$ cat src/hdl/csvs_pkg.sv
// shared types, constants and codes for the csv line field splitter
package csvs_pkg;

  localparam int PEND_DEPTH = 16;
  localparam int PEND_CNT_W = $clog2(PEND_DEPTH + 1);
  localparam int PEND_IDX_W = (PEND_DEPTH > 1) ? $clog2(PEND_DEPTH) : 1;

  localparam int CMDQ_DEPTH = 4;
  localparam int CMDQ_PTR_W = $clog2(CMDQ_DEPTH);
  localparam int CMDQ_CNT_W = $clog2(CMDQ_DEPTH + 1);

  localparam int LEN_W = 11;
  localparam int FIELD_W = 11;

  localparam logic [LEN_W-1:0] LINE_LIMIT_MAX = LEN_W'(1024);
  localparam logic [LEN_W-1:0] LEN_MAX = '1;
  localparam logic [FIELD_W-1:0] FIELD_MAX = FIELD_W'(1024);

  localparam logic [7:0] CH_COMMA = 8'h2C;
  localparam logic [7:0] CH_QUOTE = 8'h22;
  localparam logic [7:0] CH_SPACE = 8'h20;
  localparam logic [7:0] CH_TAB = 8'h09;
  localparam logic [7:0] CH_CR = 8'h0D;

  typedef enum logic [1:0] {
    KIND_DATA  = 2'd0,
    KIND_COMMA = 2'd1,
    KIND_ROW   = 2'd2
  } kind_t;

  typedef enum logic [1:0] {
    ST_OK   = 2'd0,
    ST_LONG = 2'd1,
    ST_OVF  = 2'd2
  } status_t;

  typedef enum logic [1:0] {
    CMD_CHAR  = 2'd0,
    CMD_SPACE = 2'd1,
    CMD_EOL   = 2'd2
  } cmd_op_t;

  typedef enum logic [1:0] {
    PS_UNQ = 2'd0,
    PS_QUO = 2'd1,
    PS_QQ  = 2'd2
  } parse_t;

  typedef enum logic [1:0] {
    SQ_IDLE   = 2'd0,
    SQ_REPLAY = 2'd1,
    SQ_FLUSH  = 2'd2
  } seq_t;

  typedef struct packed {
    logic       func;
    logic [7:0] char_byte;
  } in_item_t;

  typedef struct packed {
    kind_t              kind;
    logic [7:0]         field_byte;
    logic [FIELD_W-1:0] field_index;
    status_t            row_status;
    logic               last;
  } result_t;

  typedef struct packed {
    cmd_op_t    op;
    logic [7:0] char_byte;
  } cmd_t;

endpackage

$ cat src/hdl/csvs_front.sv
// front end: accepts items, drops leading whitespace, classifies into commands
module csvs_front (
  input  logic                clk,
  input  logic                rst,
  input  logic                push,
  output logic                full,
  input  csvs_pkg::in_item_t  item,
  output logic                q_wr,
  output csvs_pkg::cmd_t      q_cmd,
  input  logic                q_full
);

  logic seen_non_space;
  logic seen_non_space_next;
  logic is_space;
  logic accept;
  logic keep;

  assign full = q_full;
  assign accept = push && !q_full;

  always_comb begin
    is_space = (item.char_byte == csvs_pkg::CH_SPACE) ||
               ((item.char_byte >= csvs_pkg::CH_TAB) && (item.char_byte <= csvs_pkg::CH_CR));
    q_cmd.char_byte = item.char_byte;
    keep = 1'b1;
    seen_non_space_next = seen_non_space;
    if (item.func) begin
      q_cmd.op = csvs_pkg::CMD_EOL;
      seen_non_space_next = 1'b0;
    end else if (is_space) begin
      q_cmd.op = csvs_pkg::CMD_SPACE;
      keep = seen_non_space;
    end else begin
      q_cmd.op = csvs_pkg::CMD_CHAR;
      seen_non_space_next = 1'b1;
    end
  end

  assign q_wr = accept && keep;

  always_ff @(posedge clk) begin
    if (rst) begin
      seen_non_space <= 1'b0;
    end else if (accept) begin
      seen_non_space <= seen_non_space_next;
    end
  end

endmodule

$ cat src/hdl/csvs_cmd_q.sv
// short command queue between front end and back end
module csvs_cmd_q (
  input  logic            clk,
  input  logic            rst,
  input  logic            wr_en,
  input  csvs_pkg::cmd_t  wr_cmd,
  output logic            full,
  input  logic            rd_en,
  output csvs_pkg::cmd_t  rd_cmd,
  output logic            empty
);

  csvs_pkg::cmd_t                    entries [csvs_pkg::CMDQ_DEPTH];
  logic [csvs_pkg::CMDQ_PTR_W-1:0]   wr_ptr;
  logic [csvs_pkg::CMDQ_PTR_W-1:0]   rd_ptr;
  logic [csvs_pkg::CMDQ_CNT_W-1:0]   count;
  logic                              do_wr;
  logic                              do_rd;

  assign full = (count == csvs_pkg::CMDQ_CNT_W'(csvs_pkg::CMDQ_DEPTH));
  assign empty = (count == '0);
  assign do_wr = wr_en && !full;
  assign do_rd = rd_en && !empty;
  assign rd_cmd = entries[rd_ptr];

  always_ff @(posedge clk) begin
    if (do_wr) begin
      entries[wr_ptr] <= wr_cmd;
    end
  end

  always_ff @(posedge clk) begin
    if (rst) begin
      wr_ptr <= '0;
      rd_ptr <= '0;
      count <= '0;
    end else begin
      if (do_wr) begin
        wr_ptr <= (wr_ptr == csvs_pkg::CMDQ_PTR_W'(csvs_pkg::CMDQ_DEPTH - 1)) ?
                  '0 : wr_ptr + 1'b1;
      end
      if (do_rd) begin
        rd_ptr <= (rd_ptr == csvs_pkg::CMDQ_PTR_W'(csvs_pkg::CMDQ_DEPTH - 1)) ?
                  '0 : rd_ptr + 1'b1;
      end
      if (do_wr && !do_rd) begin
        count <= count + 1'b1;
      end else if (do_rd && !do_wr) begin
        count <= count - 1'b1;
      end
    end
  end

endmodule

$ cat src/hdl/csvs_back.sv
// back end: whitespace hold store, replay sequencer, quote machine, result register
module csvs_back (
  input  logic                          clk,
  input  logic                          rst,
  input  logic [csvs_pkg::LEN_W-1:0]    max_len,
  input  csvs_pkg::cmd_t                q_cmd,
  input  logic                          q_empty,
  output logic                          q_rd,
  output logic                          empty,
  input  logic                          pop,
  output csvs_pkg::result_t             result
);

  csvs_pkg::seq_t                       sq;
  csvs_pkg::seq_t                       sq_next;
  csvs_pkg::parse_t                     parse_st;
  logic [csvs_pkg::FIELD_W-1:0]         current_field;
  logic [csvs_pkg::LEN_W-1:0]           committed_length;
  logic                                 space_overflow;
  logic [7:0]                           pend_mem [csvs_pkg::PEND_DEPTH];
  logic [csvs_pkg::PEND_CNT_W-1:0]      pend_cnt;
  logic [csvs_pkg::PEND_IDX_W-1:0]      pend_idx;
  logic                                 hold_valid;
  csvs_pkg::result_t                    hold;
  logic                                 out_valid;
  csvs_pkg::result_t                    out_item;

  logic                                 out_free;
  logic                                 cmd_avail;
  logic                                 replay_last;
  logic [7:0]                           step_byte;
  csvs_pkg::parse_t                     f_state;
  logic [csvs_pkg::FIELD_W-1:0]         f_field;
  logic                                 f_valid;
  csvs_pkg::result_t                    f_res;
  logic [csvs_pkg::LEN_W-1:0]           len_inc;
  csvs_pkg::status_t                    row_status;

  logic                                 do_step;
  logic                                 step_final;
  logic                                 do_eol;
  logic                                 do_space;
  logic                                 do_flush;
  logic                                 emit;
  csvs_pkg::result_t                    emit_res;

  assign out_free = !out_valid || pop;
  assign cmd_avail = !q_empty;
  assign replay_last = ((csvs_pkg::PEND_CNT_W'(pend_idx) + csvs_pkg::PEND_CNT_W'(1)) == pend_cnt);
  assign step_byte = (sq == csvs_pkg::SQ_REPLAY) ? pend_mem[pend_idx] : q_cmd.char_byte;
  assign len_inc = (committed_length == csvs_pkg::LEN_MAX) ?
                   committed_length : committed_length + 1'b1;
  assign empty = !out_valid;
  assign result = out_item;

  // quote machine for one committed byte
  always_comb begin
    f_state = csvs_pkg::PS_UNQ;
    f_field = current_field;
    f_valid = 1'b0;
    f_res.kind = csvs_pkg::KIND_DATA;
    f_res.field_byte = step_byte;
    f_res.field_index = current_field;
    f_res.row_status = csvs_pkg::ST_OK;
    f_res.last = 1'b0;
    case (parse_st)
      csvs_pkg::PS_QUO: begin
        if (step_byte == csvs_pkg::CH_QUOTE) begin
          f_state = csvs_pkg::PS_QQ;
        end else begin
          f_state = csvs_pkg::PS_QUO;
          f_valid = 1'b1;
        end
      end
      csvs_pkg::PS_QQ: begin
        if (step_byte == csvs_pkg::CH_COMMA) begin
          f_valid = 1'b1;
          f_res.kind = csvs_pkg::KIND_COMMA;
          f_res.field_byte = 8'h00;
          if (current_field < csvs_pkg::FIELD_MAX) begin
            f_field = current_field + 1'b1;
          end
        end else if (step_byte == csvs_pkg::CH_QUOTE) begin
          f_valid = 1'b1;
          f_state = csvs_pkg::PS_QUO;
        end
      end
      default: begin
        if (step_byte == csvs_pkg::CH_COMMA) begin
          f_valid = 1'b1;
          f_res.kind = csvs_pkg::KIND_COMMA;
          f_res.field_byte = 8'h00;
          if (current_field < csvs_pkg::FIELD_MAX) begin
            f_field = current_field + 1'b1;
          end
        end else if (step_byte == csvs_pkg::CH_QUOTE) begin
          f_state = csvs_pkg::PS_QUO;
        end else begin
          f_valid = 1'b1;
        end
      end
    endcase
  end

  always_comb begin
    if (space_overflow) begin
      row_status = csvs_pkg::ST_OVF;
    end else if (committed_length > max_len) begin
      row_status = csvs_pkg::ST_LONG;
    end else begin
      row_status = csvs_pkg::ST_OK;
    end
  end

  // next state
  always_comb begin
    sq_next = sq;
    case (sq)
      csvs_pkg::SQ_IDLE: begin
        if (cmd_avail && out_free && (q_cmd.op == csvs_pkg::CMD_CHAR)) begin
          if (pend_cnt != '0) begin
            sq_next = csvs_pkg::SQ_REPLAY;
          end else if (f_valid && hold_valid) begin
            sq_next = csvs_pkg::SQ_FLUSH;
          end
        end
      end
      csvs_pkg::SQ_REPLAY: begin
        if (out_free && replay_last) begin
          sq_next = csvs_pkg::SQ_IDLE;
        end
      end
      csvs_pkg::SQ_FLUSH: begin
        if (out_free) begin
          sq_next = csvs_pkg::SQ_IDLE;
        end
      end
      default: sq_next = csvs_pkg::SQ_IDLE;
    endcase
  end

  // sequencer outputs
  always_comb begin
    q_rd = 1'b0;
    do_step = 1'b0;
    step_final = 1'b0;
    do_eol = 1'b0;
    do_space = 1'b0;
    do_flush = 1'b0;
    emit = 1'b0;
    emit_res = hold;
    case (sq)
      csvs_pkg::SQ_IDLE: begin
        if (cmd_avail && out_free) begin
          case (q_cmd.op)
            csvs_pkg::CMD_EOL: begin
              q_rd = 1'b1;
              do_eol = 1'b1;
              emit = 1'b1;
              emit_res.kind = csvs_pkg::KIND_ROW;
              emit_res.field_byte = 8'h00;
              emit_res.field_index = current_field;
              emit_res.row_status = row_status;
              emit_res.last = 1'b1;
            end
            csvs_pkg::CMD_SPACE: begin
              q_rd = 1'b1;
              do_space = 1'b1;
            end
            csvs_pkg::CMD_CHAR: begin
              if (pend_cnt == '0) begin
                q_rd = 1'b1;
                do_step = 1'b1;
                step_final = 1'b1;
                emit = f_valid || hold_valid;
                if (hold_valid) begin
                  emit_res = hold;
                  emit_res.last = !f_valid;
                end else begin
                  emit_res = f_res;
                  emit_res.last = 1'b1;
                end
              end
            end
            default: begin
            end
          endcase
        end
      end
      csvs_pkg::SQ_REPLAY: begin
        if (out_free) begin
          do_step = 1'b1;
          emit = f_valid && hold_valid;
          emit_res = hold;
          emit_res.last = 1'b0;
        end
      end
      csvs_pkg::SQ_FLUSH: begin
        if (out_free) begin
          do_flush = 1'b1;
          emit = 1'b1;
          emit_res = hold;
          emit_res.last = 1'b1;
        end
      end
      default: begin
      end
    endcase
  end

  always_ff @(posedge clk) begin
    if (do_space && (pend_cnt < csvs_pkg::PEND_CNT_W'(csvs_pkg::PEND_DEPTH))) begin
      pend_mem[pend_cnt[csvs_pkg::PEND_IDX_W-1:0]] <= q_cmd.char_byte;
    end
  end

  always_ff @(posedge clk) begin
    if (do_step && f_valid && (!step_final || hold_valid)) begin
      hold <= f_res;
    end
    if (emit) begin
      out_item <= emit_res;
    end
  end

  always_ff @(posedge clk) begin
    if (rst) begin
      sq <= csvs_pkg::SQ_IDLE;
      parse_st <= csvs_pkg::PS_UNQ;
      current_field <= '0;
      committed_length <= '0;
      space_overflow <= 1'b0;
      pend_cnt <= '0;
      pend_idx <= '0;
      hold_valid <= 1'b0;
      out_valid <= 1'b0;
    end else begin
      sq <= sq_next;
      if (do_step) begin
        parse_st <= f_state;
        current_field <= f_field;
        committed_length <= len_inc;
      end
      if (do_step && !step_final) begin
        if (replay_last) begin
          pend_idx <= '0;
          pend_cnt <= '0;
        end else begin
          pend_idx <= pend_idx + 1'b1;
        end
      end
      if (do_space) begin
        if (pend_cnt < csvs_pkg::PEND_CNT_W'(csvs_pkg::PEND_DEPTH)) begin
          pend_cnt <= pend_cnt + 1'b1;
        end else begin
          space_overflow <= 1'b1;
        end
      end
      if (do_eol) begin
        parse_st <= csvs_pkg::PS_UNQ;
        current_field <= '0;
        committed_length <= '0;
        space_overflow <= 1'b0;
        pend_cnt <= '0;
      end
      if (do_step && f_valid && (!step_final || hold_valid)) begin
        hold_valid <= 1'b1;
      end else if ((do_step && step_final) || do_flush) begin
        hold_valid <= 1'b0;
      end
      if (emit) begin
        out_valid <= 1'b1;
      end else if (pop) begin
        out_valid <= 1'b0;
      end
    end
  end

`ifndef ASSERT_OFF
  a_cnt_range: assert property (@(posedge clk) disable iff (rst)
    pend_cnt <= csvs_pkg::PEND_CNT_W'(csvs_pkg::PEND_DEPTH))
    else $error("held whitespace count beyond store depth");

  a_replay_nonempty: assert property (@(posedge clk) disable iff (rst)
    (sq == csvs_pkg::SQ_REPLAY) |-> (pend_cnt != '0))
    else $error("replay with no held whitespace");

  a_flush_hold: assert property (@(posedge clk) disable iff (rst)
    (sq == csvs_pkg::SQ_FLUSH) |-> hold_valid)
    else $error("flush without a held result");

  a_eol_no_hold: assert property (@(posedge clk) disable iff (rst)
    do_eol |-> !hold_valid)
    else $error("row end while a result is still held");

  a_field_sat: assert property (@(posedge clk) disable iff (rst)
    out_valid |-> (out_item.field_index <= csvs_pkg::FIELD_MAX))
    else $error("field index past saturation");
`endif

endmodule

$ cat src/hdl/csv_line_field_splitter_core.sv
// top level of the csv line field splitter
//
// Input queue side: item carries func (0 character, 1 end of line) and the
// character byte; it is taken at a clock edge with push high and full low.
// Result queue side: while empty is low the oldest result is on result;
// it is taken at a clock edge with pop high. Every item that causes
// results marks its final one with last.
// Configuration: cfg_data is the line length limit, written when cfg_valid
// and cfg_ready are both high; cfg_ready is always high. Values above 1024
// are taken as 1024.
// Path: an item is written into the command queue, then the back end registers its result.
// Throughput: a character that follows a held whitespace run first replays the
// run, then a flush follows when both the run and the character end in a result.
// While the result register is free the back end steps one byte per cycle
// through the quote machine and a single result register; a four-entry command
// queue lets the front keep taking items.
// Reset clears row state, the queues and the limit (back to 1024).
// When pop stays low the result register holds, the back end stops and
// full rises once the command queue fills.
module csv_line_field_splitter_core (
  input  logic                          clk,
  input  logic                          rst,
  input  logic                          push,
  output logic                          full,
  input  csvs_pkg::in_item_t            item,
  output logic                          empty,
  input  logic                          pop,
  output csvs_pkg::result_t             result,
  input  logic                          cfg_valid,
  output logic                          cfg_ready,
  input  logic [csvs_pkg::LEN_W-1:0]    cfg_data
);

  logic [csvs_pkg::LEN_W-1:0] max_len;
  logic                       q_wr;
  csvs_pkg::cmd_t             q_wr_cmd;
  logic                       q_full;
  logic                       q_rd;
  csvs_pkg::cmd_t             q_rd_cmd;
  logic                       q_empty;

  assign cfg_ready = 1'b1;

  always_ff @(posedge clk) begin
    if (rst) begin
      max_len <= csvs_pkg::LINE_LIMIT_MAX;
    end else if (cfg_valid && cfg_ready) begin
      max_len <= (cfg_data > csvs_pkg::LINE_LIMIT_MAX) ? csvs_pkg::LINE_LIMIT_MAX : cfg_data;
    end
  end

  csvs_front u_front (
    .clk    (clk),
    .rst    (rst),
    .push   (push),
    .full   (full),
    .item   (item),
    .q_wr   (q_wr),
    .q_cmd  (q_wr_cmd),
    .q_full (q_full)
  );

  csvs_cmd_q u_cmd_q (
    .clk    (clk),
    .rst    (rst),
    .wr_en  (q_wr),
    .wr_cmd (q_wr_cmd),
    .full   (q_full),
    .rd_en  (q_rd),
    .rd_cmd (q_rd_cmd),
    .empty  (q_empty)
  );

  csvs_back u_back (
    .clk     (clk),
    .rst     (rst),
    .max_len (max_len),
    .q_cmd   (q_rd_cmd),
    .q_empty (q_empty),
    .q_rd    (q_rd),
    .empty   (empty),
    .pop     (pop),
    .result  (result)
  );

endmodule
$ cat config.mk
export PLATFORM = sky130hd
export DESIGN_NAME = csv_line_field_splitter_core
export DESIGN_NICKNAME = d
export VERILOG_FILES = /design/src/hdl/csvs_pkg.sv /design/src/hdl/csvs_front.sv /design/src/hdl/csvs_cmd_q.sv /design/src/hdl/csvs_back.sv /design/src/hdl/csv_line_field_splitter_core.sv
export SDC_FILE = /design/constraint.sdc
export NUM_CORES = 1
export LEC_CHECK = 0
export BUFFER_PORTS_ARGS = -buffer_cell sky130_fd_sc_hd__buf_2
export CAP_MARGIN = 20
export CORE_UTILIZATION = 57
export DETAILED_ROUTE_END_ITERATION = 6
export GPL_ROUTABILITY_DRIVEN = 0
export PLACE_DENSITY = 0.75
export SLEW_MARGIN = 20
export SYNTH_ARGS = -nofsm -noshare
export SYNTH_HDL_FRONTEND = slang
export SYNTH_HIERARCHICAL = 1
export SYNTH_SLANG_ARGS = --single-unit
$ cat constraint.sdc
create_clock -name clk -period 7.8 [get_ports clk]
set_input_delay 0.78 -clock clk [delete_from_list [all_inputs] [get_ports clk]]
set_output_delay 0.78 -clock clk [all_outputs]
set_load 0.05 [all_outputs]
==> impl_metrics.csv, run 1 <==
group,metric,value,unit
synthesis,synth_top_family_by_area,"simple AND/OR/NAND/NOR gates",
synthesis,syn_nets,900,
critical_path,reg2reg_depth,11,
critical_path,crit_path_max_fanout,30,
sta,fin_hold_ws,479,ps
cells_and_area,nNetsFinal,941,
clock_tree,h-tree-depth,1,
synthesis,yosysUniqueCellTypes,67,
die,die_x,145,um
die,die_area,21100,um^2
synthesis,synth-compound-area-share,7.31,%
clock_tree,cts_buffers,28,
power,p_comb_share,24.5,%
power,p_sw_share,31.4,%
sta,fin_crit_sh,60.9,%
cells_and_area,areaGrowthSynthToFinish,11.6,%
synthesis,async_flop_share,0,%
clock_tree,cts_root_buffer,"clkbuf_16",
critical_path,rr_endpoint,"u_back/current_field[9]",
clock_tree,post_cts_buffers,0,
sta,maxSlewHeadroom,24.2,%
sta,rsz0062_at_grt,"no",
global_route,grt_pass1_vias,6726,
min_path,worstHoldPathCells,2,
power,clkPwrFrac,31.1,%
critical_path,start_kind,"register",
routing,firstDrtPassIters,5,
synthesis,synthCells,846,
clock_tree,path_clk_slew,60,ps
routing,routed_wl,22900,um
critical_path,cpMostUsedCell,"or4_1",
sta,finalSetupViolations,0,
power,p_leak,4.45,nW
routing,drc,0,
synthesis,synthAdderAreaFrac,3.16,%
min_path,worstHoldStart,"max_len[10]",
clock_tree,cts-resized-gates,0,
global_route,grt_usage,22.0,%
critical_path,critPathRequiredTime,8260,ps
synthesis,synth-simple-area-share,10.6,%
routing,post_drt_wl_per_cell,19.4,um
power,power_frac_seq,44.4,%
power,p_per_area,345,nW/um^2
die,coreArea,20200,um^2
cells_and_area,fill_cells,1478,
place,dpl_cell_area,12100,um^2
critical_path,crit_chain,"buf_4, mux4_2, or2_0, a32oi_1, and2_1, inv_1, nor4_1, nand3b_1, or4_1, or4_1, a21oi_1",
critical_path,crit_type,"register to register",
cells_and_area,fin_cells,1179,
clock_tree,cts_max_path_buffers,3,
cells_and_area,num_antenna_cells,0,
synthesis,syn-cell-area,11700,um^2
synthesis,syn_avg_cell_area,13.8,um^2
routing,drtIter0Drc,634,
clock_tree,hold_buffers,0,
sta,worst_pin_slew,1130,ps
synthesis,synth_area_leaders,"edfxtp_1 (54%), dfxtp_1 (11%), mux2i_1 (4.5%)",
sta,hold_viol_final,0,
routing,via_per_inst,5.96,
place,dp_hpwl,15000,um
sta,setup_tns,0,ps
die,start_util,58.1,%
critical_path,rrSetupSlack,3050,ps
synthesis,synth_edf_count,212,
critical_path,crit_slowest_cell,"dfxtp_2",
clock_tree,clkSinkCount,275,
place,place_ws,2630,ps
routing,postRouteAntennaNets,0,
sta,skew,14.4,ps
die,die-height,145,um
flow_run,max_cap_violations,0,
synthesis,ys_warn_count,6,
outcome,status,"completed",
power,power,4.52,mW
cells_and_area,design_area,13100,um^2
global_route,antenna_found_initial,0,
power,power.internal,3.10,mW
synthesis,synth-xor-area-share,1.57,%
die,pin_count,52,
power,peakVddDrop,0.238,mV
die,rows,52,
global_route,grt_overflow,0,
global_route,grt_max_degree,31,
cells_and_area,fin_util,64.8,%
sta,drv_slew,0,
synthesis,seq_area_frac_synth,65.1,%
synthesis,yosysTopAreaCellShare,54.3,%
synthesis,synth-main-ff-cell,"edfxtp_1",
synthesis,ys_ff_latch,275,
sta,fmax,210,MHz
min_path,worstHoldPathType,"register to register",
power,switchingPower,1.42,mW
critical_path,arrival,5220,ps
clock_tree,cts_tree,"done",
place,place_inst,1127,
min_path,holdPathEnd,"max_len[10]",
synthesis,muxShareOfSynthArea,8.95,%
place,portBuffers,50,
global_route,grt_pass1_wl,36800,um
sta,fin_crit,4750,ps
routing,vias,7030,
synthesis,yosys.area.top_type,"edfxtp_1",
cells_and_area,drive_above_1_share,15.3,%
clock_tree,insertion_delay,530,ps
sta,worst_slack,3050,ps
critical_path,worst_setup_path_end_kind,"register",
critical_path,crit_path_max_incr_delay,950,ps
==> how the worst max path moves through the flow <==
stage                               to      from  slack [ps]  depth (start not counted)
2_1_floorplan          u_back/hold[10]  register        3360                          8
3_3_place_gp         u_back/result[14]  register        2800                          9
3_5_place_dp         u_back/result[15]  register        2630                          9
4_1_cts              u_back/result[16]  register        2600                          9
5_1_grt               u_back/result[3]  register        2700                          9
6_report       u_back/current_field[9]  register        3050                         11
==> area by class of cell <==
| class | instances | area [um^2] | area share, % |
|---|---|---|---|
| clock buffers | 42 | 835 | 6.38 |
| clock inverters | 10 | 160 | 1.22 |
| inverters | 33 | 129 | 0.985 |
| multi-input cells | 496 | 3710 | 28.4 |
| flip-flops and latches | 275 | 7630 | 58.3 |
| well taps | 270 | 338 | 2.58 |
| repair buffers | 53 | 273 | 2.09 |
==> routing by layer <==
layer  vias up  track usage [%]  wire [um]
li1       3281                -          -
met1      3481             31.7      10300
met2       238             35.5      10900
met3        30             3.07       1240
met4         0             5.68        431
met5         -                0          0
==> cell usage after synthesis (all sizes together) (2+ instances only) <==
cell type and number:
mux2i 53, a21o 2, xnor2 11, a21oi 34, or2 2, nor2b 8
mux4 21, mux2 4, a32o 2, or4b 2, nand2 48, nand3 24
a2bb2oi 5, and3 9, dfxtp 63, buf 25, nand4b 2, inv 32
and2 21, nand4 10, a41oi 2, o21ai 31, nor4b 4, a31oi 3
or4 2, nor2 55, nand2b 8, edfxtp 212, or3 10, o31ai 4
nor3b 2, o21a 6, a22oi 18, a32oi 3, nor3 16, nor4 10
nand3b 3, a22o 12, clkbuf 17, xor2 10, ha 28
==> cells by family after synthesis <==
kind of cell,Yosys count
multiplexers,78
flip-flops,275
adder cells (fa/ha/maj),29
buffers and inverters,75
AND/OR/NAND/NOR,238
XOR/XNOR,21
other,1
AO/OA/AOI/OAI,129
==> state kept, by name (all words and copies together), names as in the netlist, named ones only <==
| name | cells |
|---|---|
| u_back/pend_mem | 128 |
| u_cmd_q/entries | 40 |
| u_back/result | 24 |
| u_back/hold | 20 |
| max_len | 11 |
| u_back/committed_length | 11 |
| u_back/current_field | 11 |
| u_back/pend_cnt | 5 |
| u_back/pend_idx | 4 |
| u_cmd_q/count | 3 |
| u_back/parse_st | 2 |
| u_back/sq | 2 |
| u_cmd_q/rd_ptr | 2 |
| u_cmd_q/wr_ptr | 2 |
| u_back/hold_valid | 1 |
| u_back/out_valid | 1 |
| u_back/space_overflow | 1 |
| u_front/seen_non_space | 1 |
==> cells in the final DEF (no fill, tap or decap), types with 8 or more instances in the layout <==
cell type and count:
edfxtp_1 212, dfxtp_1 62, nor2_1 54, mux2i_1 53, buf_2 50, nand2_1 48
a21oi_1 34, inv_1 32, clkbuf_16 29, o21ai_0 29, ha_1 28, nand3_1 23
and2_1 21, mux4_2 21, a22oi_1 18, nor3_1 15, a22o_1 12, xnor2_1 11
nand4_1 10, xor2_1 10, or3_1 9, nor2b_1 8, nor4_1 8, nand2b_1 8
==> power groups by stage <==
stage | logic, mW | registers, mW | clock network [mW]
detailed placement | 1.10 | 2.04 | 0
CTS | 1.10 | 2.01 | 1.43
global route | 1.20 | 2.03 | 1.49
finish | 1.11 | 2.01 | 1.41
global placement | 1.07 | 2.03 | 0
floorplan | 0.599 | 2.25 | 0
==> worst max-delay path, delay by kind of cell, from the launching register on <==
kind,cells,cell delay (ps)
and+or+nand+nor,6,2150
DFF,1,950
buffers and inverters,2,620
muxes,1,560
AOI/OAI and AO/OA,2,390
Note: power is estimated with default switching activity, not from simulation.
==> run 2: changes to the inputs <==
Settings changed: ABC_AREA from default to 1, CORE_UTILIZATION 57 to 56, PLACE_DENSITY 0.75 to 0.76.
Clock period 7.8 ns to 4.3 ns, I/O delays scaled along.
==> impl_metrics.csv, run 2 <==
group,metric,value,unit
synthesis,synth_top_family_by_area,"simple AND/OR/NAND/NOR gates",
die,rows,54,
critical_path,crit_path_max_incr_delay,640,ps
power,peakVddDrop,0.305,mV
global_route,busiest_layer,"met2",
die,pin_count,52,
routing,post_drt_wl_per_cell,16.7,um
sta,setup_tns,0,ps
clock_tree,clkSinkCount,275,
flow_run,max_cap_violations,0,
global_route,grt_pass1_wl,42000,um
outcome,status,"completed",
clock_tree,cts-resized-gates,0,
sta,fin_crit_sh,83.0,%
synthesis,synth-main-ff-cell,"edfxtp_1",
critical_path,crit_path_max_fanout,25,
clock_tree,hold_buffers,0,
cells_and_area,final_cell_mix,"nand2_1 (269), edfxtp_1 (212), nand3_1 (117), inv_1 (114), nor2_1 (102)",
sta,skew,7.01,ps
routing,routed_wl,26300,um
global_route,antenna_found_initial,0,
synthesis,synth.most_common_cell,"nand2_1",
synthesis,yosys.area.top_type,"edfxtp_1",
cells_and_area,fin_util,62.8,%
critical_path,cpMostUsedCell,"nand2_1",
synthesis,syn_nets,1281,
global_route,grt_usage,23.8,%
synthesis,synth_area_leaders,"edfxtp_1 (51%), dfxtp_1 (10%), nand2_1 (8.1%)",
clock_tree,post_cts_buffers,0,
critical_path,crit_slowest_cell,"dfxtp_1",
synthesis,ys_ff_latch,275,
clock_tree,path_clk_slew,60,ps
sta,worst_pin_slew,1060,ps
clock_tree,cts_root_buffer,"clkbuf_16",
clock_tree,cts_tree,"done",
synthesis,synthAdderAreaFrac,2.97,%
clock_tree,insertion_delay,530,ps
critical_path,path_buf_inv,1,
place,dp_hpwl,17500,um
routing,postRouteAntennaNets,0,
cells_and_area,drive_above_1_share,12.7,%
synthesis,muxShareOfSynthArea,0,%
critical_path,cp_top_family,"simple AND/OR/NAND/NOR gates",
power,p_leak,5.25,nW
global_route,grt_overflow,0,
critical_path,crit_chain,"inv_1, o21ai_0, o22ai_1, or2_2, nand2_1, nand2_1, nor2_4, nand2_2, nand2_1, nand3_2, o21ai_2, nand3_2",
global_route,met3_usage,3.28,%
sta,worst_slack,729,ps
global_route,grt_pass1_vias,8169,
cells_and_area,largest_reg_flops,128,
sta,hold_viol_final,0,
critical_path,start_kind,"register",
critical_path,arrival,3630,ps
routing,drc,0,
synthesis,yosysTopAreaCellShare,51.1,%
synthesis,seq_area_frac_synth,61.2,%
die,coreArea,21800,um^2
routing,vias,8736,
synthesis,synth_edf_count,212,
synthesis,ys_warn_count,6,
sta,fin_crit,3570,ps
cells_and_area,nNetsFinal,1326,
synthesis,syn-cell-area,12500,um^2
global_route,grt_max_degree,65,
sta,drv_slew,0,
cells_and_area,layout_commonest_cell,"nand2_1",
cells_and_area,areaGrowthSynthToFinish,10.1,%
cells_and_area,num_antenna_cells,0,
clock_tree,cts_buffers,27,
synthesis,async_flop_share,0,%
synthesis,synth-compound-area-share,7.49,%
synthesis,syn_avg_cell_area,10.2,um^2
place,place_ws,767,ps
die,die-height,151,um
die,start_util,57.1,%
synthesis,synth-simple-area-share,20.7,%
place,portBuffers,50,
critical_path,worst_setup_path_end_kind,"register",
clock_tree,h-tree-depth,1,
routing,firstDrtPassIters,5,
synthesis,yosysUniqueCellTypes,48,
clock_tree,cts_max_path_buffers,3,
sta,rsz0062_at_grt,"no",
global_route,use_met2,38.8,%
sta,finalSetupViolations,0,
routing,via_per_inst,5.56,
sta,maxSlewHeadroom,29.1,%
min_path,worstHoldPathType,"input pin to register",
synthesis,synthCells,1227,
sta,fmax,280,MHz
critical_path,critPathRequiredTime,4360,ps
routing,drtIter0Drc,728,
power,p_per_area,660,nW/um^2
die,die_area,22800,um^2
die,die_x,151,um
synthesis,synthTopCellsByCount,"nand2_1 (269), edfxtp_1 (212), nand3_1 (117)",
synthesis,synth-xor-area-share,0.914,%
critical_path,crit_type,"register to register",
global_route,grtUsageMet1,33.7,%
run 2: final timing paths:
| kind | from | endpoint | slack (ps) | cells past startpoint |
|---|---|---|---|---|
| hold reg to reg | u_back/current_field[9] | u_back/hold[12] | 480 | 0 |
| setup / recovery | register | u_back/result[9] | 730 | 12 |
| setup reg to reg | register | u_back/result[9] | 730 | 12 |
| hold / removal | item[4] | u_cmd_q/entries[0][4] | 140 | 1 |
run 2: through the flow:
step                hold slack [ps]  power (mW)  cells  cell area (um^2)
global placement                442        6.67   1523             12800
CTS                             130        9.07   1572             13700
global route                    147        9.50   1572             13700
floorplan                       430        5.96   1227             12500
finish                          143        9.05   1572             13700
detailed placement              461        6.76   1523             12800
run 2: area by class of cell:
cell class | count | area (um^2)
sequential | 275 | 7630
clock buffer | 38 | 778
multi-input combinational | 780 | 4000
fill | 1730 | 8120
inverter | 120 | 450
clock inverter | 11 | 103
tap | 280 | 350
timing repair buffer | 68 | 398
run 2: power breakdown:
part / internal [mW] / switching [mW]
logic: 0.754 / 2.29
registers: 3.55 / 0.144
clock network: 1.37 / 0.937
run 2: kinds of logic (layout without fill, tap and decap cells):
kind of cell	after synthesis	count (layout)
adder cells (fa/ha/maj)	29	29
AND/OR/NAND/NOR	572	572
other	1	1
flip-flops	275	275
buffers and inverters	172	237
AO/OA/AOI/OAI	165	165
XOR/XNOR	13	13
run 2: worst reg2reg max path: stages (launching register included):
cell and delay, ps:
dfxtp_1 640, inv_1 380, o21ai_0 280, o22ai_1 130
or2_2 310, nand2_1 110, nand2_1 100, nor2_4 200
nand2_2 80, nand2_1 70, nand3_2 110, o21ai_2 140
nand3_2 540
run 2: layer usage:
metal | wire, um | vias up
li1 | - | 4252
met2 | 12300 | 295
met1 | 11800 | 4148
met5 | 0 | -
met3 | 1740 | 41
met4 | 510 | 0
